[src/rtl/cidat_pkg.sv]
package cidat_pkg;

  localparam int CAPACITY_DEF = 256;
  localparam int ID_W = 32;
  localparam int COUNT_W = 9;

  localparam logic [1:0] OP_LOOKUP = 2'd0;
  localparam logic [1:0] OP_ADD    = 2'd1;
  localparam logic [1:0] OP_CLEAR  = 2'd2;

  typedef struct packed {
    logic vld;
    logic hit;
  } token_t;

  typedef struct packed {
    logic               found;
    logic               added;
    logic [COUNT_W-1:0] entry_count;
  } result_t;

endpackage

[src/rtl/cidat_cell.sv]
module cidat_cell import cidat_pkg::*; #(
  parameter int CNT_W = 9,
  parameter int IDX_W = 8,
  parameter int INDEX = 0
) (
  input  logic             clk_i,
  input  logic             rst_ni,
  input  token_t           tok_i,
  output token_t           tok_o,
  input  logic [CNT_W-1:0] count_i,
  input  logic [ID_W-1:0]  id_i,
  input  logic             wr_en_i,
  input  logic [IDX_W-1:0] wr_idx_i,
  input  logic [ID_W-1:0]  wr_data_i
);

  localparam logic [CNT_W-1:0] SlotCnt = CNT_W'(INDEX);
  localparam logic [IDX_W-1:0] SlotIdx = IDX_W'(INDEX);

  logic [ID_W-1:0] entry_q, entry_d;
  token_t          tok_q, tok_d;
  logic            live;

  // Only slots below the entry count take part in the search.
  assign live = (SlotCnt < count_i);

  always_comb begin
    tok_d.vld = tok_i.vld;
    tok_d.hit = tok_i.hit | (tok_i.vld & live & (entry_q == id_i));
  end

  always_comb begin
    entry_d = entry_q;
    if (wr_en_i && (wr_idx_i == SlotIdx)) begin
      entry_d = wr_data_i;
    end
  end

  always_ff @(posedge clk_i) begin
    entry_q <= entry_d;
  end

  always_ff @(posedge clk_i or negedge rst_ni) begin
    if (!rst_ni) begin
      tok_q <= '0;
    end else begin
      tok_q <= tok_d;
    end
  end

  assign tok_o = tok_q;

endmodule

[config.mk]
export PLATFORM = sky130hd
export DESIGN_NAME = cidat_cell
export DESIGN_NICKNAME = d
export VERILOG_FILES = /design/src/rtl/cidat_pkg.sv /design/src/rtl/cidat_cell.sv
export SDC_FILE = /design/constraint.sdc
export NUM_CORES = 1
export LEC_CHECK = 0
export BUFFER_PORTS_ARGS = -buffer_cell sky130_fd_sc_hd__buf_4
export CAP_MARGIN = 40
export CORE_ASPECT_RATIO = 1.1
export CORE_MARGIN = 2
export CORE_UTILIZATION = 35
export CTS_BUF_LIST = sky130_fd_sc_hd__clkbuf_2 sky130_fd_sc_hd__clkbuf_4 sky130_fd_sc_hd__clkbuf_8
export DETAILED_ROUTE_END_ITERATION = 10
export PLACE_DENSITY = 0.68
export RECOVER_POWER = 50
export SLEW_MARGIN = 20
export SYNTH_ARGS = -nofsm -noshare
export SYNTH_HDL_FRONTEND = slang
export SYNTH_SLANG_ARGS = --single-unit
[constraint.sdc]
create_clock -name clk_i -period 2.7 [get_ports clk_i]
set_input_delay 0.54 -clock clk_i [delete_from_list [all_inputs] [get_ports clk_i]]
set_output_delay 0.54 -clock clk_i [all_outputs]
set_load 0.02 [all_outputs]
# Word level (Yosys, flattened, before mapping)
# Index checks and enable logic that the tools add are counted.
[totals]
in_bits = 86
output_inout_bits = 2
reg_bits = 34
word_cells = 10
[op_classes]
reduce_logical = 2
magnitude_cmp = 1
n_eq_ne = 1
n_bitwise = 3
[ops]
columns = ["op", "count"]
rows = [
  ["32-bit equality test", 1],
  ["1-bit by 9-bit < comparator with 1-bit output, first input constant", 1],
  ["8-bit zero test", 1],
  ["1-bit bitwise AND", 2],
  ["1-bit logical AND", 1],
  ["1-bit bitwise OR", 1],
]

# Depth between registers and ports, before layout
[depth]
depth_word = 4
ltp_mapped = 4
mapped_depth_nobuf = 4

# Worst setup path before layout
# No wires, ideal clock.
[synth_timing]
path_kind = "input -> register"
start = "input wr_idx_i[4]"
end = "register entry_q[0] (enable)"
path_buffers = 0
t_required_ps = 2195
setup_time_ps = 505
arrival_ps = 3954
cell_stages = 3
setup_slack_ps = -1759
cell_sequence = "nor4b_1 > nand2_1 > nor4_1"
[synth_between]
elab_chain_len = 2
[synth_rtl]
columns = ["element", "line", "rtl"]
rows = [
  ["start: declaration", "cidat_cell.sv:13", "input logic [IDX_W-1:0] wr_idx_i,"],
  ["8-bit zero test", "cidat_cell.sv:34", "if (wr_en_i && (wr_idx_i == SlotIdx)) begin"],
  ["1-bit logical AND", "cidat_cell.sv:34", ""],
  ["end signal: assignment", "cidat_cell.sv:40", "entry_q <= entry_d;"],
  ["end: declaration", "cidat_cell.sv:20", "logic [ID_W-1:0] entry_q, entry_d;"],
]
# Every way passes these cells.
# A chain may end at the register's enable or synchronous reset.

# Final worst setup path
[layout_timing]
start = "input wr_idx_i[4]"
end = "register entry_q[28] (enable)"
# Same word-level chain as after synthesis.

==> flow_metrics.env <==
export IMPL_synth_edf_count=32
export IMPL_tritoncts="done"
export IMPL_cp_top_family="simple AND/OR/NAND/NOR gates"
export IMPL_rsz0062_at_grt="no"
export IMPL_worstSetupStartpointType="primary input"
export IMPL_grt_max_degree=33
export IMPL_period_needed_ns=1.683
export IMPL_tns_ns=0
export IMPL_place_gp_congestion=0.6600
export IMPL_maxSlewViolCount=0
export IMPL_cts_hold_buf=0
export IMPL_synth_common_cells="edfxtp_1 (32), xnor2_1 (28), nand4_1 (6)"
export IMPL_clock_root_buffer="clkbuf_8"
export IMPL_end_kind="flip-flop"
export IMPL_pin_count=88
export IMPL_ys_types=15
export IMPL_worst_r2r_setup_slack_ns=1.35
export IMPL_cts_sinks=34
export IMPL_routedWlPerCell_um=13.00
export IMPL_p_leak_nw=0.8681
export IMPL_maxCapViolations=0
export IMPL_slowest_stage="buf_4"
export IMPL_synth_main_ff_cell="edfxtp_1"
export IMPL_grt_first_pass_wirelength_mm=4.864
export IMPL_clk_pin_slew_worst_paths_ns=0.06
export IMPL_crit_buf_inv=2
export IMPL_final_cell_area_um2=2242
export IMPL_skew_ns=0.005321
export IMPL_path_max_fanout=32
export IMPL_post_cts_resized=0
export IMPL_antenna_found_initial=0
export IMPL_cts_buffers=5
export IMPL_cts_setup_buffers=0
export IMPL_hold_path_class="primary input to asynchronous set/reset pin"
export IMPL_cp_common_cell="buf_4"
export IMPL_synth_cells=85
export IMPL_fin_ws_ns=1.017
export IMPL_initial_core_util_pct=36.10
export IMPL_outcome="finished, final reports clean"
export IMPL_die_x_um=64.74
export IMPL_seq_area_frac_synth_pct=71.19
export IMPL_synth_seq_cells=34
export IMPL_first_pass_iters=3
export IMPL_synthesis_nets=171
export IMPL_area_growth_pct=57.89
export IMPL_hpwl_mm=2.521
export IMPL_syn_area_um2=1420
export IMPL_coreArea_um2=3934
export IMPL_wirelength_mm=3.030
export IMPL_synth_top_area_cell="edfxtp_1"
export IMPL_gr_usage_all_layers_pct=14.52
export IMPL_drc=0
export IMPL_yosysMostFrequentCell="edfxtp_1"
export IMPL_portBuffers=87
export IMPL_critPathMaxStageDelay_ns=0.41
export IMPL_overflow=0
export IMPL_antenna_left=0
export IMPL_dieHeight_um=70.81
export IMPL_antenna_cells=0
export IMPL_clock_latency_ns=0.28
export IMPL_critical_path_class="primary input to flip-flop"
export IMPL_yosys_area_top_type_share_pct=67.67
export IMPL_required_ns=2.63
export IMPL_nNetsFinal=266
export IMPL_worstPathCellList="buf_4, nor4b_1, nand2_1, nor4_4, buf_4"
export IMPL_die_area_um2=4584
export IMPL_dpl_worst_slack_ns=0.7206
export IMPL_ys_async_sr_fraction_pct=5.882
export IMPL_hold_viol=0
export IMPL_cts_path_max_buffers=2
export IMPL_power_mw=1.061
export IMPL_period_share_pct=62.33
export IMPL_avgSynthCellArea_um2=16.71
export IMPL_p_per_area_nw_per_um2=473.3
export IMPL_max_freq_mhz=594.2
export IMPL_cts_max_level=2
export IMPL_worstMarginPinSlew_ns=0.3989
export IMPL_drtIter0Drc=16
export IMPL_fp_row_count=24
export IMPL_finalSetupViolations=0
export IMPL_num_vias=1047
export IMPL_vdd_ir_drop_worst_mv=0.2434
export IMPL_max_slew_margin_pct=73.16
export IMPL_place_area_um2=2161
export IMPL_yosysWarningCount=0
export IMPL_grt_pass1_vias=1103
export IMPL_fin_hold_ws_ns=0.04196
export IMPL_viasPerCell=4.494
export IMPL_cp_arrival_ns=1.62
export IMPL_drive_gt1_share_pct=53.59
export IMPL_synth_area_leaders="edfxtp_1 (68%), xnor2_1 (17%), dfrtp_1 (3.5%)"
==> routing by layer <==
metal  routed length [µm]  GRT usage [%]  vias up  share of wire [%]
li1                     -              -      507                  -
met4                   59          7.092        0                1.9
met2                 1689          26.23       61                 56
met1                  940          13.59      475                 31
met3                  341          6.677        4                 11
met5                    0              0        -                  0
==> through the flow <==
stage | instances | utilization, %
detailed placement | 225 | 54.93
floorplan | 85 | -
global placement | 225 | 54.93
CTS | 233 | 57.09
global route | 233 | 57.00
finish | 233 | 57.00
==> path summary, 6_finish.rpt <==
kind                              from     endpoint  depth (start not counted)
setup / recovery           wr_idx_i[4]  entry_q[28]                          5
hold / removal                  rst_ni     tok_o[1]                          1
setup reg to reg           entry_q[24]     tok_o[0]                          4
hold reg to reg            entry_q[30]     tok_o[0]                          4
max in group asynchronous       rst_ni     tok_o[0]                          1
min in group clk_i            tok_i[1]     tok_o[1]                          1
==> cell families (layout without fill, tap and decap cells) <==
logic type             Yosys count  count (layout)  share of synthesized area [%]
XOR/XNOR                        32              32                          19.74
buffers and inverters            0              96                              0
AND/OR/NAND/NOR                 18              18                          8.458
flip-flops                      34              34                          71.19
AO/OA/AOI/OAI                    1               1                         0.6169
==> state kept, by name, indices dropped and copies added, names as in the netlist <==
signal and cells:
tok_o 2, entry_q 32
==> layout make-up <==
class | instances | area [µm²]
clock inverter | 2 | 8.758
tap | 52 | 65.06
sequential | 34 | 1011
timing repair buffer | 88 | 656.9
fill | 351 | 1692
multi-input combinational | 51 | 424.2
clock buffer | 6 | 76.32
==> placed cells by master (no fill, tap or decap) <==
master | Yosys | layout
a31o_1 | 1 | 1
and3_1 | 1 | 1
buf_4 | 0 | 54
clkbuf_1 | 0 | 1
clkbuf_4 | 0 | 34
clkbuf_8 | 0 | 5
clkinv_1 | 0 | 1
clkinv_2 | 0 | 1
dfrtp_1 | 2 | 2
edfxtp_1 | 32 | 32
nand2_1 | 1 | 1
nand3_1 | 1 | 1
nand4_1 | 6 | 6
nor2_1 | 1 | 1
nor4_1 | 4 | 3
nor4_2 | 1 | 1
nor4_4 | 0 | 1
nor4b_1 | 1 | 1
or3_1 | 1 | 1
or4_4 | 1 | 1
xnor2_1 | 28 | 28
xor2_1 | 4 | 4
==> report_power, final <==
| part | switching (mW) | leakage, nW | internal [mW] | total [mW] |
|---|---|---|---|---|
| Combinational | 0.0362 | 0.511 | 0.0944 | 0.131 |
| Clock | 0.164 | 0.0460 | 0.187 | 0.351 |
| Sequential | 0.000831 | 0.311 | 0.579 | 0.580 |
| Total | 0.201 | 0.868 | 0.860 | 1.06 |
No activity file was read; power rests on OpenSTA's default activity.
